File: src/rtl/stpc_pkg.sv
// ----------------------------------------------------------------------------
// stpc_pkg
// Shared types, widths and constants for the stepper position controller.
// ----------------------------------------------------------------------------
package stpc_pkg;

    localparam int POS_W   = 15;
    localparam int DELAY_W = 16;
    localparam int AMT_W   = 16;
    localparam int OP_W    = 3;
    localparam int COIL_W  = 4;
    localparam int PHASE_W = 2;
    localparam int CFG_ADDR_W = 2;
    localparam int CFG_DATA_W = 16;
    localparam int IN_TDATA_W  = 24;
    localparam int OUT_TDATA_W = 40;

    localparam logic [DELAY_W-1:0] STEP_DELAY_RESET = 16'd10;
    localparam logic [POS_W-1:0]   MAX_POS_RESET    = 15'd1000;
    localparam logic [POS_W-1:0]   MIN_POS_RESET    = 15'd0;

    typedef enum logic [OP_W-1:0] {
        OP_TICK     = 3'd0,
        OP_STOP     = 3'd1,
        OP_MOVE_ABS = 3'd2,
        OP_MOVE_REL = 3'd3,
        OP_HOME     = 3'd4,
        OP_ENABLE   = 3'd5,
        OP_DISABLE  = 3'd6
    } op_t;

    typedef enum logic [CFG_ADDR_W-1:0] {
        REG_STEP_DELAY = 2'd0,
        REG_MAX_POS    = 2'd1,
        REG_MIN_POS    = 2'd2
    } cfg_reg_t;

    typedef enum logic [1:0] {
        STAT_IDLE     = 2'd0,
        STAT_MOVING   = 2'd1,
        STAT_DISABLED = 2'd2,
        STAT_FAULT    = 2'd3
    } status_t;

    localparam logic [COIL_W-1:0] COILS_OFF = 4'h0;
    localparam logic [COIL_W-1:0] COILS_PH0 = 4'hA;
    localparam logic [COIL_W-1:0] COILS_PH1 = 4'h6;
    localparam logic [COIL_W-1:0] COILS_PH2 = 4'h5;
    localparam logic [COIL_W-1:0] COILS_PH3 = 4'h9;

    // Full-step coil pattern for each phase (bit3 A1, bit2 A2, bit1 B1, bit0 B2).
    function automatic logic [COIL_W-1:0] phase_coils(input logic [PHASE_W-1:0] ph);
        logic [COIL_W-1:0] c;
        case (ph)
            2'd0:    c = COILS_PH0;
            2'd1:    c = COILS_PH1;
            2'd2:    c = COILS_PH2;
            default: c = COILS_PH3;
        endcase
        return c;
    endfunction

endpackage

File: src/rtl/stepper_position_controller_top.sv
// ----------------------------------------------------------------------------
// stepper_position_controller_top
// Two-phase full-step stepper controller with clamped absolute and relative moves,
// home moves, millisecond tick timing, enable, disable and fault handling.
// ----------------------------------------------------------------------------
//
//  Channel   Direction  Signals                         Payload
//  s_axis    in         tvalid/tready/tdata/tuser       tuser: op; tdata: amount, fault
//  m_axis    out        tvalid/tready/tdata             coils, driver_awake, position,
//                                                       target, status, forward
//  cfg       in         cfg_we/cfg_addr/cfg_data        step delay, max and min position
//
// Every transaction passes through the input register and then the result register.
// One transaction per cycle is sustained while m_axis does not stall; the position,
// phase and delay registers are updated in a single pass as an item leaves the input
// register. Reset (rst_n low) sets the configuration, controller and valid registers
// to their power-on values, empties both stages and leaves the data registers as
// they are. A stall on m_axis holds the result register and, once the input
// register is also full, drops s_axis_tready until the result is taken.
//
module stepper_position_controller_top
    import stpc_pkg::*;
(
    input  logic                    clk,
    input  logic                    rst_n,
    // Input stream
    input  logic                    s_axis_tvalid,
    output logic                    s_axis_tready,
    input  logic [IN_TDATA_W-1:0]   s_axis_tdata,  // [15:0] amount, [16] fault, rest zero
    input  logic [OP_W-1:0]         s_axis_tuser,  // [2:0] op
    // Result stream
    output logic                    m_axis_tvalid,
    input  logic                    m_axis_tready,
    output logic [OUT_TDATA_W-1:0]  m_axis_tdata,  // [3:0] coils, [4] driver_awake,
                                                   // [19:5] position, [34:20] target,
                                                   // [36:35] status, [37] forward,
                                                   // rest zero
    // Configuration writes
    input  logic                    cfg_we,
    input  logic [CFG_ADDR_W-1:0]   cfg_addr,
    input  logic [CFG_DATA_W-1:0]   cfg_data
);

    // Configuration registers.
    logic [DELAY_W-1:0] step_delay_reg;
    logic [POS_W-1:0]   max_pos_reg;
    logic [POS_W-1:0]   min_pos_reg;

    always_ff @(posedge clk or negedge rst_n)
    begin
        if (!rst_n)
        begin
            step_delay_reg <= STEP_DELAY_RESET;
            max_pos_reg    <= MAX_POS_RESET;
            min_pos_reg    <= MIN_POS_RESET;
        end
        else if (cfg_we)
        begin
            case (cfg_addr)
                REG_STEP_DELAY: step_delay_reg <= cfg_data;
                REG_MAX_POS:    max_pos_reg    <= cfg_data[POS_W-1:0];
                REG_MIN_POS:    min_pos_reg    <= cfg_data[POS_W-1:0];
                default:        ;
            endcase
        end
    end

    // Input register stage.
    logic                 in_valid_reg;
    logic [OP_W-1:0]      in_op_reg;
    logic [AMT_W-1:0]     in_amount_reg;
    logic                 in_fault_reg;

    // Result register stage.
    logic                   out_valid_reg;
    logic [OUT_TDATA_W-1:0] out_data_reg;
    logic [OUT_TDATA_W-1:0] out_data_next;

    logic advance;
    logic in_accept;

    // The item in the input register moves on whenever the result register is
    // free or is being emptied in this cycle.
    assign advance       = in_valid_reg && (!out_valid_reg || m_axis_tready);
    assign s_axis_tready = !in_valid_reg || advance;
    assign in_accept     = s_axis_tvalid && s_axis_tready;

    always_ff @(posedge clk or negedge rst_n)
    begin
        if (!rst_n)
        begin
            in_valid_reg <= 1'b0;
        end
        else if (s_axis_tready)
        begin
            in_valid_reg <= s_axis_tvalid;
        end
    end

    always_ff @(posedge clk)
    begin
        if (in_accept)
        begin
            in_op_reg     <= s_axis_tuser;
            in_amount_reg <= s_axis_tdata[AMT_W-1:0];
            in_fault_reg  <= s_axis_tdata[AMT_W];
        end
    end

    // Controller state.
    logic [POS_W-1:0]   pos_reg,    pos_next;
    logic [POS_W-1:0]   tgt_reg,    tgt_next;
    logic [PHASE_W-1:0] phase_reg,  phase_next;
    logic               moving_reg, moving_next;
    logic               fwd_reg,    fwd_next;
    logic               awake_reg,  awake_next;
    logic [DELAY_W-1:0] delay_reg,  delay_next;
    logic [COIL_W-1:0]  coil_reg,   coil_next;

    always_ff @(posedge clk or negedge rst_n)
    begin
        if (!rst_n)
        begin
            pos_reg    <= '0;
            tgt_reg    <= '0;
            phase_reg  <= '0;
            moving_reg <= 1'b0;
            fwd_reg    <= 1'b1;
            awake_reg  <= 1'b1;
            delay_reg  <= '0;
            coil_reg   <= COILS_OFF;
        end
        else if (advance)
        begin
            pos_reg    <= pos_next;
            tgt_reg    <= tgt_next;
            phase_reg  <= phase_next;
            moving_reg <= moving_next;
            fwd_reg    <= fwd_next;
            awake_reg  <= awake_next;
            delay_reg  <= delay_next;
            coil_reg   <= coil_next;
        end
    end

    // Target clamping. A relative move is summed at 17 bits so it never wraps;
    // the upper limit is applied first, then the lower, so the lower limit wins
    // when the two limits cross.
    logic signed [AMT_W:0] amount_ext;
    logic signed [AMT_W:0] rel_sum;
    logic signed [AMT_W:0] raw_target;
    logic signed [AMT_W:0] max_ext;
    logic signed [AMT_W:0] min_ext;
    logic signed [AMT_W:0] clamp_hi;
    logic signed [AMT_W:0] clamp_lo;
    logic [POS_W-1:0]      clamped_target;

    assign amount_ext = $signed({in_amount_reg[AMT_W-1], in_amount_reg});
    assign rel_sum    = $signed({2'b00, pos_reg}) + amount_ext;
    assign raw_target = (in_op_reg == OP_MOVE_REL) ? rel_sum : amount_ext;
    assign max_ext    = $signed({2'b00, max_pos_reg});
    assign min_ext    = $signed({2'b00, min_pos_reg});
    assign clamp_hi   = (raw_target > max_ext) ? max_ext : raw_target;
    assign clamp_lo   = (clamp_hi < min_ext) ? min_ext : clamp_hi;
    assign clamped_target = clamp_lo[POS_W-1:0];

    // Command decode, then the fault rule, then tick timing and stepping.
    logic [POS_W-1:0]   cmd_tgt;
    logic               cmd_moving;
    logic               cmd_awake;
    logic [COIL_W-1:0]  cmd_coil;
    logic               do_move;
    logic [POS_W-1:0]   move_tgt;
    logic [PHASE_W-1:0] step_phase;
    logic [POS_W-1:0]   step_pos;
    status_t            status;

    always_comb
    begin
        cmd_tgt    = tgt_reg;
        cmd_moving = moving_reg;
        cmd_awake  = awake_reg;
        cmd_coil   = coil_reg;
        do_move    = 1'b0;
        move_tgt   = clamped_target;

        case (in_op_reg)
            OP_STOP:
            begin
                cmd_moving = 1'b0;
                cmd_coil   = COILS_OFF;
            end
            OP_MOVE_ABS, OP_MOVE_REL:
            begin
                do_move = 1'b1;
            end
            OP_HOME:
            begin
                do_move  = 1'b1;
                move_tgt = '0;
            end
            OP_ENABLE:
            begin
                cmd_awake = 1'b1;
            end
            OP_DISABLE:
            begin
                cmd_awake  = 1'b0;
                cmd_moving = 1'b0;
                cmd_coil   = COILS_OFF;
            end
            default: ;
        endcase

        // A move to the current position finishes at once with the coils off.
        if (do_move)
        begin
            cmd_tgt = move_tgt;
            if (move_tgt == pos_reg)
            begin
                cmd_moving = 1'b0;
                cmd_coil   = COILS_OFF;
            end
            else
            begin
                cmd_moving = 1'b1;
            end
        end

        pos_next    = pos_reg;
        tgt_next    = cmd_tgt;
        phase_next  = phase_reg;
        moving_next = cmd_moving;
        fwd_next    = fwd_reg;
        awake_next  = cmd_awake;
        delay_next  = delay_reg;
        coil_next   = cmd_coil;

        if (pos_reg < cmd_tgt)
        begin
            step_phase = phase_reg + 2'd1;
            step_pos   = pos_reg + 15'd1;
        end
        else
        begin
            step_phase = phase_reg - 2'd1;
            step_pos   = pos_reg - 15'd1;
        end

        if (in_fault_reg)
        begin
            moving_next = 1'b0;
            coil_next   = COILS_OFF;
        end
        else if (in_op_reg == OP_TICK)
        begin
            if (delay_reg != '0)
            begin
                delay_next = delay_reg - 16'd1;
            end
            else if (cmd_moving && (pos_reg != cmd_tgt))
            begin
                fwd_next   = (pos_reg < cmd_tgt);
                phase_next = step_phase;
                pos_next   = step_pos;
                delay_next = step_delay_reg;
                if (step_pos == cmd_tgt)
                begin
                    moving_next = 1'b0;
                    coil_next   = COILS_OFF;
                end
                else
                begin
                    coil_next = phase_coils(step_phase);
                end
            end
            else if (!cmd_moving)
            begin
                coil_next = COILS_OFF;
            end
        end

        if (in_fault_reg)
            status = STAT_FAULT;
        else if (!awake_next)
            status = STAT_DISABLED;
        else if (moving_next)
            status = STAT_MOVING;
        else
            status = STAT_IDLE;

        out_data_next = {2'b00, fwd_next, status, tgt_next, pos_next, awake_next, coil_next};
    end

    always_ff @(posedge clk or negedge rst_n)
    begin
        if (!rst_n)
        begin
            out_valid_reg <= 1'b0;
        end
        else if (advance)
        begin
            out_valid_reg <= 1'b1;
        end
        else if (m_axis_tready)
        begin
            out_valid_reg <= 1'b0;
        end
    end

    always_ff @(posedge clk)
    begin
        if (advance)
        begin
            out_data_reg <= out_data_next;
        end
    end

    assign m_axis_tvalid = out_valid_reg;
    assign m_axis_tdata  = out_data_reg;

endmodule

File: config.mk
export PLATFORM = sky130hd
export DESIGN_NAME = stepper_position_controller_top
export DESIGN_NICKNAME = d
export VERILOG_FILES = /design/src/rtl/stpc_pkg.sv /design/src/rtl/stepper_position_controller_top.sv
export SDC_FILE = /design/constraint.sdc
export NUM_CORES = 1
export LEC_CHECK = 0
export ABC_AREA = 0
export BUFFER_PORTS_ARGS = -buffer_cell sky130_fd_sc_hd__buf_2
export CAP_MARGIN = 10
export CORE_ASPECT_RATIO = 0.6
export CORE_MARGIN = 10
export CORE_UTILIZATION = 50
export CTS_CLUSTER_SIZE = 30
export DETAILED_ROUTE_END_ITERATION = 16
export PLACE_DENSITY = 0.8
export SLEW_MARGIN = 10
export SYNTH_ARGS = -nofsm -noshare
export SYNTH_HDL_FRONTEND = slang
export SYNTH_SLANG_ARGS = --single-unit
File: constraint.sdc
create_clock -name clk -period 17.1 [get_ports clk]
set_clock_uncertainty 0.15 [all_clocks]
set_input_delay 1.71 -clock clk [delete_from_list [all_inputs] [get_ports clk]]
set_output_delay 1.71 -clock clk [all_outputs]
set_load 0.02 [all_outputs]
# ---- After elaboration in Yosys (flattened, before gate mapping)
# Cells that the tools add are included.
dict set report word_totals {
  reg_bits 161
  input_bits 50
  output_inout_bits 42
  word_cells 106
}
dict set report op_classes {
  add_sub_neg 6
  order_cmp 3
  n_eq_ne 13
  n_mux 41
  bitwise 3
  reduce_logical 21
}
# op count
set ops {}
lappend ops {{$mux 15} 8}
lappend ops {{$mux 4} 9}
lappend ops {{$mux 17} 2}
lappend ops {{$mux 16} 2}
lappend ops {{$eq 15x15->1} 2}
lappend ops {{$add 16x16->17} 1}
lappend ops {{$gt 17x16->1} 1}
lappend ops {{$lt 17x16->1} 1}
lappend ops {{$mux 1} 17}
lappend ops {{$reduce_bool 16->1} 1}
lappend ops {{$sub 16x1->16 const B} 1}
lappend ops {{$add 15x1->15 const B} 1}
lappend ops {{$lt 15x15->1} 1}
lappend ops {{$ne 15x15->1} 1}
lappend ops {{$sub 15x1->15 const B} 1}
lappend ops {{$pmux 4 s3} 1}
lappend ops {{$eq 3x3->1 const B} 3}
lappend ops {{$eq 3x2->1 const B} 2}
lappend ops {{$reduce_and 2->1} 3}
lappend ops {{$reduce_and 5->1} 1}
lappend ops {{$eq 2x1->1 const B} 2}
lappend ops {{$eq 2x2->1 const B} 2}
lappend ops {{$logic_not 2->1} 2}
lappend ops {{$reduce_and 4->1} 1}
lappend ops {{other kinds (13)} 21}

# ---- Depth between registers and ports, before layout
# Gate-level depths: netlist (run 1).
dict set report logic_depth {
  depth_word 18
  depth_mapped 56
  ltp_nobuf 54
}

# ---- Least setup slack after synthesis (run 1)
# OpenSTA, ideal clock, no wires.
dict set report synth_timing {
  kind {register -> register}
  from {register pos_reg[0]}
  to {register out_data_reg[2], in the netlist m_axis_tdata[2], data pin}
  setup_ns 0.263
  arrival_time_ns 11.647
  t_required_ns 16.687
  setup_slack_ns 5.040
  path_stages_with_launch 53
  path_buffers 2
  period_less_slack_ns 12.060
  path_cell_list {dfrtp_1 -> ha_1 -> inv_1 -> fa_1 -> nand2b_1 -> a21oi_1 -> a2bb2oi_2 -> o311a_1 -> inv_1 -> ha_1 -> nand4_1 -> nor3_2 -> o31ai_1 -> a222oi_1 -> buf_2 -> a21oi_1 -> o21a_1 -> a221oi_1 -> [... 17 more ...] -> nor3_2 -> inv_2 -> fa_1 -> a211oi_1 -> nor2_1 -> o31ai_1 -> a21oi_1 -> a2111o_1 -> o311ai_1 -> o21ai_0 -> nand2_1 -> a21o_1 -> o2111ai_1 -> or4_1 -> or3_1 -> a31o_2 -> o22ai_1 -> a21oi_1}
}
dict set report synth_via {
  elab_chain_len 17
  word_cells_on_any_way 31
  cone_classes {add/sub (3); order compare (3); eq/ne (5); mux (18); reduce/logical (2)}
}
# item line
set synth_lines {}
lappend synth_lines {{start: declaration} stepper_position_controller_top.sv:111} ;# logic [POS_W-1:0] pos_reg, pos_next;
lappend synth_lines {{start signal: assignment} stepper_position_controller_top.sv:135} ;# pos_reg <= pos_next;
lappend synth_lines {{$add 16x16->17} stepper_position_controller_top.sv:159} ;# assign rel_sum = $signed({2'b00, pos_reg}) + amount_ext;
lappend synth_lines {{$mux 17} stepper_position_controller_top.sv:160} ;# assign raw_target = (in_op_reg == OP_MOVE_REL) ? rel_sum : amount_ext;
lappend synth_lines {{$gt 17x16->1} stepper_position_controller_top.sv:163} ;# assign clamp_hi = (raw_target > max_ext) ? max_ext : raw_target;
lappend synth_lines {{$mux 17} stepper_position_controller_top.sv:163}
lappend synth_lines {{$lt 17x16->1} stepper_position_controller_top.sv:164} ;# assign clamp_lo = (clamp_hi < min_ext) ? min_ext : clamp_hi;
lappend synth_lines {{$mux 15} stepper_position_controller_top.sv:164}
lappend synth_lines {{$mux 15} stepper_position_controller_top.sv:187} ;# case (in_op_reg)
lappend synth_lines {{$mux 15} stepper_position_controller_top.sv:216} ;# if (do_move)
lappend synth_lines {{[... 2 more ...]} -}
lappend synth_lines {{$eq 2x2->1 (tied with other cells)} stpc_pkg.sv:54} ;# case (ph)
lappend synth_lines {{$pmux 4 s3} stpc_pkg.sv:54}
lappend synth_lines {{$mux 4} stepper_position_controller_top.sv:267} ;# if (step_pos == cmd_tgt)
lappend synth_lines {{$mux 4} stepper_position_controller_top.sv:261} ;# else if (cmd_moving && (pos_reg != cmd_tgt))
lappend synth_lines {{$mux 4} stepper_position_controller_top.sv:257} ;# if (delay_reg != '0)
lappend synth_lines {{$mux 4 (*)} stepper_position_controller_top.sv:255} ;# else if (in_op_reg == OP_TICK)
lappend synth_lines {{$mux 4 (*)} stepper_position_controller_top.sv:250} ;# if (in_fault_reg)
lappend synth_lines {{net coil_next[2]} stepper_position_controller_top.sv:118} ;# logic [COIL_W-1:0] coil_reg, coil_next;
lappend synth_lines {{end signal: assignment} stepper_position_controller_top.sv:315} ;# out_data_reg <= out_data_next;
lappend synth_lines {{end: declaration} stepper_position_controller_top.sv:76} ;# logic [OUT_TDATA_W-1:0] out_data_reg;
# The timed path passes the listed nets; every way through them passes the cells marked *.
# A chain may end at the register's enable or synchronous reset.

# ---- Final worst setup path (run 1)
dict set report layout_timing {
  from {register pos_reg[0]}
  to {register out_data_reg[3], in the netlist m_axis_tdata[3], data pin}
}
# The elaborated chain is that of the path after synthesis.

==> insert_results.sql, run 1 <==
INSERT INTO impl_metrics (metric_group, metric, value, unit) VALUES
('clock_tree', 'cts_hold_repair.buffers', '0', ''),
('timing', 'period_needed', '15.09', 'ns'),
('place', 'port-buffer-count', '82', ''),
('route', 'drt_pre_antenna_iters', '6', ''),
('route', 'detail_route.wl_per_cell', '22.1', 'µm'),
('logic_synthesis', 'yosysWarnings', '0', ''),
('timing', 'fin_tns_setup', '0', 'ns'),
('final_layout', 'largest_register_ffs', '38', ''),
('timing', 'timing_max_transition_violations_final', '0', ''),
('place', 'dp_cells', '1521', ''),
('die', 'fp.coreArea', '22100', 'µm²'),
('clock_tree', 'clockRootBuffer', 'clkbuf_16', ''),
('logic_synthesis', 'synth_area_per_cell', '9.56', 'µm²'),
('pwr', 'netSwitchingFraction', '38.6', '%'),
('timing', 'min_period_over_period', '88.3', '%'),
('final_layout', 'filler_cell_count', '1943', ''),
('clock_tree', 'cts_resized', '0', ''),
('logic_synthesis', 'yosys_register_bits', '161', ''),
('die', 'number_of_top_level_pins', '92', ''),
('worst_setup_path', 'critical_path.most_common_cell', 'a21oi_1', ''),
('pwr', 'p_leak', '5.54', 'nW'),
('logic_synthesis', 'post-synth-top-area-cell', 'dfrtp_1', ''),
('min_path', 'number_of_cells_on_the_worst_hold_path', '2', ''),
('run_status', 'status', 'finished clean', ''),
('pwr', 'internal_power', '882', 'µW'),
('pwr', 'pwr-share-seq', '37.6', '%'),
('logic_synthesis', 'netlist_top_cells_area', 'dfrtp_1 21%, edfxtp_1 15%, mux2_2 7.9%', ''),
('final_layout', 'most_common_library_cell_in_the_layout_ignoring_fill_and_taps', 'nand2_1', ''),
('worst_setup_path', 'slowest_stage', 'a221oi_1', ''),
('route', 'vias', '9944', ''),
('worst_setup_path', 'worstPathRequired', '17.13', 'ns'),
('pwr', 'power_density', '115', 'nW/µm²'),
('pwr', 'p_clk_share', '26.6', '%'),
('worst_setup_path', 'path_class', 'reg -> reg', ''),
('die', 'core.rowCount', '42', ''),
('place', 'finalWeightedCongestion', '0.999', ''),
('clock_tree', 'insertion_delay_of_the_later_clocked_pin_in_the_worst_skew_pair', '0.44', 'ns'),
('clock_tree', 'clk_pin_slew_worst_paths', '0.07', 'ns'),
('worst_setup_path', 'r2r-end', 'm_axis_tdata[3]', ''),
('worst_setup_path', 'reg2regPathDepth', '53', ''),
('min_path', 'holdCritPathClass', 'reg -> reg', ''),
('logic_synthesis', 'syn_area', '11200', 'µm²'),
('die', 'floorplan.die.width', '214', 'µm'),
('worst_setup_path', 'cp_max_fo', '23', ''),
('final_layout', 'area_growth', '11.5', '%'),
('worst_setup_path', 'cp-start-kind', 'register', ''),
('place', 'detailed_place_hpwl', '26400', 'µm'),
('timing', 'report.final.setup_viol', '0', ''),
('timing', 'hold_viol', '0', ''),
('worst_setup_path', 'critical_path.reg2reg.startpoint', 'pos_reg[0]', ''),
('worst_setup_path', 'critPathMaxStageDelay', '0.98', 'ns'),
('final_layout', 'fin_area', '12500', 'µm²'),
('final_layout', 'post_layout_nonfiller_instances', '1553', ''),
('timing', 'fmaxAchievable', '66.3', 'MHz'),
('die', 'dieArea', '29100', 'µm²'),
('logic_synthesis', 'yosys_most_used_dff', 'dfrtp_1', ''),
('grt', 'global_route.overflow_total', '0', ''),
('route', 'vias_per_cell', '6.40', ''),
('pwr', 'power.switching', '555', 'µW'),
('clock_tree', 'max_buffers_root_to_sink', '2', ''),
('clock_tree', 'cts_setup_buffers', '0', ''),
('place', 'area_after_detailed_placement', '12000', 'µm²'),
('flow_run', 'max-cap-violations', '0', ''),
('logic_synthesis', 'yosys.cell_types.count', '96', ''),
('timing', 'worst_slew_margin_rel', '25.3', '%'),
('final_layout', 'final_cell_mix', '105 x nand2_1, 93 x dfrtp_1, 90 x inv_1', ''),
('final_layout', 'fin_nets', '1374', ''),
('die', 'initial_core_util', '51.0', '%'),
('grt', 'grt_pass1_wl', '52800', 'µm'),
('grt', 'grt_max_degree', '66', ''),
('route', 'route.final.wire_length', '34300', 'µm');
-- metrics by stage --
stage               setup WS (ns)  hold slack [ns]  utilization [%]
floorplan                    5.04            0.296                -
global placement             2.87            0.307             54.2
detailed placement           2.64            0.323             54.2
CTS                          2.55            0.337             56.8
global route                 1.04            0.359             56.8
finish                       2.01            0.332             56.8
-- area by class of cell --
class | count | area share (%)
timing repair buffer | 99 | 4.31
sequential | 161 | 34.5
clock inverter | 14 | 1.12
clock buffer | 18 | 3.50
multi-input combinational | 883 | 50.9
tap | 286 | 2.85
inverter | 92 | 2.75
-- cells in the mapped netlist (all sizes together), types with 16 or more instances --
library cell,count
ha,68
a21o,18
nand3,38
xnor2,28
mux2i,18
o21ai,72
clkbuf,27
mux2,80
edfxtp,58
nor2,55
nor3,29
a21oi,77
dfrtp,93
nand2,105
nand4,18
inv,92
o22ai,16
-- power by group through the flow --
stage | clock [mW] | sequential [mW] | combinational [mW]
global route | 0.404 | 0.547 | 0.558
global placement | 0 | 0.542 | 0.484
floorplan | 0 | 0.532 | 0.348
detailed placement | 0 | 0.544 | 0.494
CTS | 0.387 | 0.538 | 0.500
finish | 0.382 | 0.541 | 0.514
-- logic make-up after synthesis --
logic type | after synthesis | synth area share (%)
AOI/OAI and AO/OA | 337 | 20.8
xor gates and xnor gates | 40 | 3.11
adders and majority gates | 70 | 7.92
buffers and inverters | 133 | 4.75
DFF | 161 | 38.5
muxes | 98 | 9.68
other | 1 | 0.0333
and+or+nand+nor | 336 | 15.2
-- routing by layer --
layer  GRT usage, %  wire length (µm)  share of wire (%)
met5              0                17              0.049
met4           4.98               439                1.3
met3           8.11              4330                 13
met2           31.4             13500                 39
met1           35.3             16100                 47
-- worst max path at each step --
| stage | end | slack [ns] | cells past startpoint | start |
|---|---|---|---|---|
| floorplan | m_axis_tdata[2] | 5.04 | 52 | pos_reg[0] |
| global placement | m_axis_tdata[3] | 2.87 | 54 | pos_reg[0] |
| detailed placement | m_axis_tdata[3] | 2.64 | 54 | pos_reg[0] |
| CTS | m_axis_tdata[3] | 2.55 | 54 | pos_reg[0] |
| global route | m_axis_tdata[3] | 1.04 | 55 | pos_reg[0] |
| finish | m_axis_tdata[3] | 2.01 | 53 | pos_reg[0] |
-- critical path: cells and delay by family (launching register included) --
| kind | cells | cell delay, ns |
|---|---|---|
| fa+ha+maj | 6 | 2.01 |
| buf+inv | 5 | 0.82 |
| xor+xnor | 1 | 0.13 |
| simple gates | 16 | 3.44 |
| compound gates | 25 | 7.60 |
| flops | 1 | 0.65 |
(Power assumes the default switching activity.)
==> inputs of run 2 (changes only) <==
MAX_ROUTING_LAYER = met4   (was not set)
==> run 2 against run 1 <==
Net effect: utilization increased by 0.11 points; clock power grew 2%; sequential share of layout area is 0.069 points lower; final cell count about the same; highest routed layer is now met4.
==> insert_results.sql, run 2 (synthesis results as in run 1) <==
INSERT INTO impl_metrics (metric_group, metric, value, unit) VALUES
('die', 'floorplan.die.width', '214', 'µm'),
('worst_setup_path', 'cp_max_fo', '23', ''),
('grt', 'use_met2', '33.1', '%'),
('route', 'route.detailed.drc', '0', ''),
('timing', 'fin_tns_setup', '0', 'ns'),
('final_layout', 'largest_register_ffs', '38', ''),
('clock_tree', 'cts_num_sinks', '161', ''),
('worst_setup_path', 'cp-start-kind', 'register', ''),
('timing', 'report.final.setup_viol', '0', ''),
('worst_setup_path', 'cp_data_arrival_time', '15.19', 'ns'),
('final_layout', 'fin_nets', '1375', ''),
('grt', 'grt_util_all_layers', '25.0', '%'),
('final_layout', 'most_common_library_cell_in_the_layout_ignoring_fill_and_taps', 'nand2_1', ''),
('grt', 'grt_pass1_wl', '54200', 'µm'),
('timing', 'hold_viol', '0', ''),
('grt', 'grt_util_met1', '37.3', '%'),
('final_layout', 'post-route-util', '57.0', '%'),
('clock_tree', 'tritoncts', 'yes', ''),
('pwr', 'power.switching', '557', 'µW'),
('pwr', 'power_density', '115', 'nW/µm²'),
('grt', 'number_of_antenna_violations_at_the_first_check_in_global_routing', '0', ''),
('clock_tree', 'clk_pin_slew_worst_paths', '0.07', 'ns'),
('route', 'drt_iter0_drc', '1323', ''),
('pwr', 'pwr-share-seq', '37.3', '%'),
('clock_tree', 'tritoncts.num_buffers', '17', ''),
('final_layout', 'area_growth', '11.8', '%'),
('min_path', 'hold_path_startpoint', 'awake_reg', ''),
('die', 'core.rowCount', '42', ''),
('min_path', 'holdCritPathClass', 'reg -> reg', ''),
('timing', 'rsz_0062_raised_after_global_routing', 'false', ''),
('clock_tree', 'cts_resized', '0', ''),
('clock_tree', 'cts_setup_buffers', '0', ''),
('flow_run', 'max-cap-violations', '0', ''),
('grt', 'globalRoute.busiestLayer', 'met1', ''),
('route', 'drt_pre_antenna_iters', '5', ''),
('final_layout', 'layout-drive-gt1-share', '19.6', '%'),
('pwr', 'combinationalPowerShare', '35.8', '%'),
('grt', 'grt_pass1_vias', '9284', ''),
('timing', 'finalHoldWorstSlack', '0.325', 'ns'),
('worst_setup_path', 'worstPathRequired', '17.14', 'ns'),
('worst_setup_path', 'critical_path.reg2reg.startpoint', 'pos_reg[0]', ''),
('clock_tree', 'clockRootBuffer', 'clkbuf_16', ''),
('die', 'dieArea', '29100', 'µm²'),
('die', 'fp.coreArea', '22100', 'µm²'),
('timing', 'max_slew.worst_pin.slew', '1.09', 'ns'),
('clock_tree', 'insertion_delay_of_the_later_clocked_pin_in_the_worst_skew_pair', '0.45', 'ns'),
('worst_setup_path', 'reg2regPathDepth', '53', ''),
('min_path', 'number_of_cells_on_the_worst_hold_path', '2', ''),
('die', 'number_of_top_level_pins', '92', ''),
('worst_setup_path', 'r2r_slack', '1.95', 'ns'),
('timing', 'fmaxAchievable', '66.0', 'MHz'),
('place', 'finalWeightedCongestion', '0.998', ''),
('grt', 'grt_max_degree', '71', ''),
('timing', 'worst_slew_margin_rel', '27.0', '%'),
('worst_setup_path', 'r2r-end', 'm_axis_tdata[3]', ''),
('place', 'detailed_place_hpwl', '26700', 'µm'),
('place', 'port-buffer-count', '82', ''),
('final_layout', 'final_cell_mix', '105 x nand2_1, 93 x dfrtp_1, 90 x inv_1', ''),
('pwr', 'p_clk_share', '26.9', '%'),
('pwr', 'internal_power', '894', 'µW'),
('route', 'vias_per_cell', '6.52', ''),
('min_path', 'hold_path_end', 'awake_reg', ''),
('worst_setup_path', 'path_class', 'reg -> reg', ''),
('die', 'die_height', '136', 'µm'),
('final_layout', 'post_layout_nonfiller_instances', '1554', ''),
('place', 'dp_cells', '1522', ''),
('grt', 'grt_use_met3', '6.30', '%'),
('clock_tree', 'cts_hold_repair.buffers', '0', ''),
('final_layout', 'register_area', '4330', 'µm²'),
('die', 'initial_core_util', '51.0', '%'),
('timing', 'period_needed', '15.15', 'ns'),
('clock_tree', 'max_buffers_root_to_sink', '2', ''),
('route', 'detail_route.wl_per_cell', '22.5', 'µm'),
('worst_setup_path', 'critPathMaxStageDelay', '0.93', 'ns'),
('pwr', 'irDropWorstVdd', '0.0839', 'mV'),
('route', 'vias', '10100', ''),
('route', 'route.final.wire_length', '34900', 'µm'),
('route', 'antenna_violating_nets_post_route', '0', ''),
('run_status', 'status', 'finished clean', ''),
('pwr', 'p_leak', '5.54', 'nW'),
('worst_setup_path', 'slowest_stage', 'a221oi_1', ''),
('final_layout', 'filler_cell_count', '1974', ''),
('worst_setup_path', 'sort_of_element_at_the_end_of_the_critical_path', 'register', ''),
('timing', 'timing_max_transition_violations_final', '0', ''),
('timing', 'min_period_over_period', '88.6', '%'),
('final_layout', 'antenna_diodes', '0', ''),
('pwr', 'netSwitchingFraction', '38.4', '%'),
('clock_tree', 'cts_htree_levels', '4', ''),
('final_layout', 'area_used_by_multi_input_combinational_logic', '6390', 'µm²'),
('grt', 'global_route.overflow_total', '0', '');
==> run 2: cell count changes in the layout (fill, tap and decap cells not counted), moves of 2 or more <==
cell       delta
clkbuf_1      +2
clkinv_4      +2
inv_6         -2
inv_8         -2
clkbuf_16     +2
==> run 2: routing by layer <==
metal,part of all wire [%],up-vias
met5,0,-
met4,1.1,0
met3,12,36
met2,40,588
li1,-,4585
met1,47,4922
==> run 2: power groups by stage <==
stage	clock network [mW]	registers, mW	logic [mW]
after floorplan	0	0.532	0.348
after global routing	0.413	0.548	0.566
after detailed placement	0	0.544	0.501
after CTS	0.396	0.538	0.506
after global placement	0	0.542	0.488
final	0.391	0.541	0.519
==> run 2: metrics by stage <==
stage,area (µm²),power [mW],setup slack (ns)
6_report,12600,1.45,1.95
3_3_place_gp,12000,1.03,2.71
4_1_cts,12600,1.44,2.53
2_1_floorplan,11300,0.881,5.04
3_5_place_dp,12000,1.04,2.64
5_1_grt,12600,1.53,1.08
==> run 2: worst max-delay path, delay by kind of cell, from the launching register on <==
| kind | cells | cell delay [ns] |
|---|---|---|
| adders and majority gates | 6 | 2.06 |
| xor gates and xnor gates | 1 | 0.09 |
| DFF | 1 | 0.67 |
| AOI/OAI and AO/OA | 26 | 7.71 |
| buffers and inverters | 5 | 0.93 |
| and+or+nand+nor | 15 | 3.22 |
==> run 2: area by class of cell <==
| cell class | instances | share of cell area (%) |
|---|---|---|
| repair buffers | 100 | 4.36 |
| inverters | 92 | 2.75 |
| clock buffers | 21 | 3.84 |
| well taps | 286 | 2.85 |
| clock inverters | 11 | 0.906 |
| flip-flops and latches | 161 | 34.5 |
| multi-input cells | 883 | 50.8 |
==> run 2: worst max-delay path by stage <==
| stage | from | to | slack (ns) | cells past startpoint |
|---|---|---|---|---|
| 3_5_place_dp | pos_reg[0] | m_axis_tdata[3] | 2.64 | 53 |
| 4_1_cts | pos_reg[0] | m_axis_tdata[3] | 2.53 | 53 |
| 5_1_grt | pos_reg[0] | m_axis_tdata[3] | 1.08 | 53 |
| 2_1_floorplan | pos_reg[0] | m_axis_tdata[2] | 5.04 | 52 |
| 6_report | pos_reg[0] | m_axis_tdata[3] | 1.95 | 53 |
| 3_3_place_gp | pos_reg[0] | m_axis_tdata[3] | 2.71 | 52 |
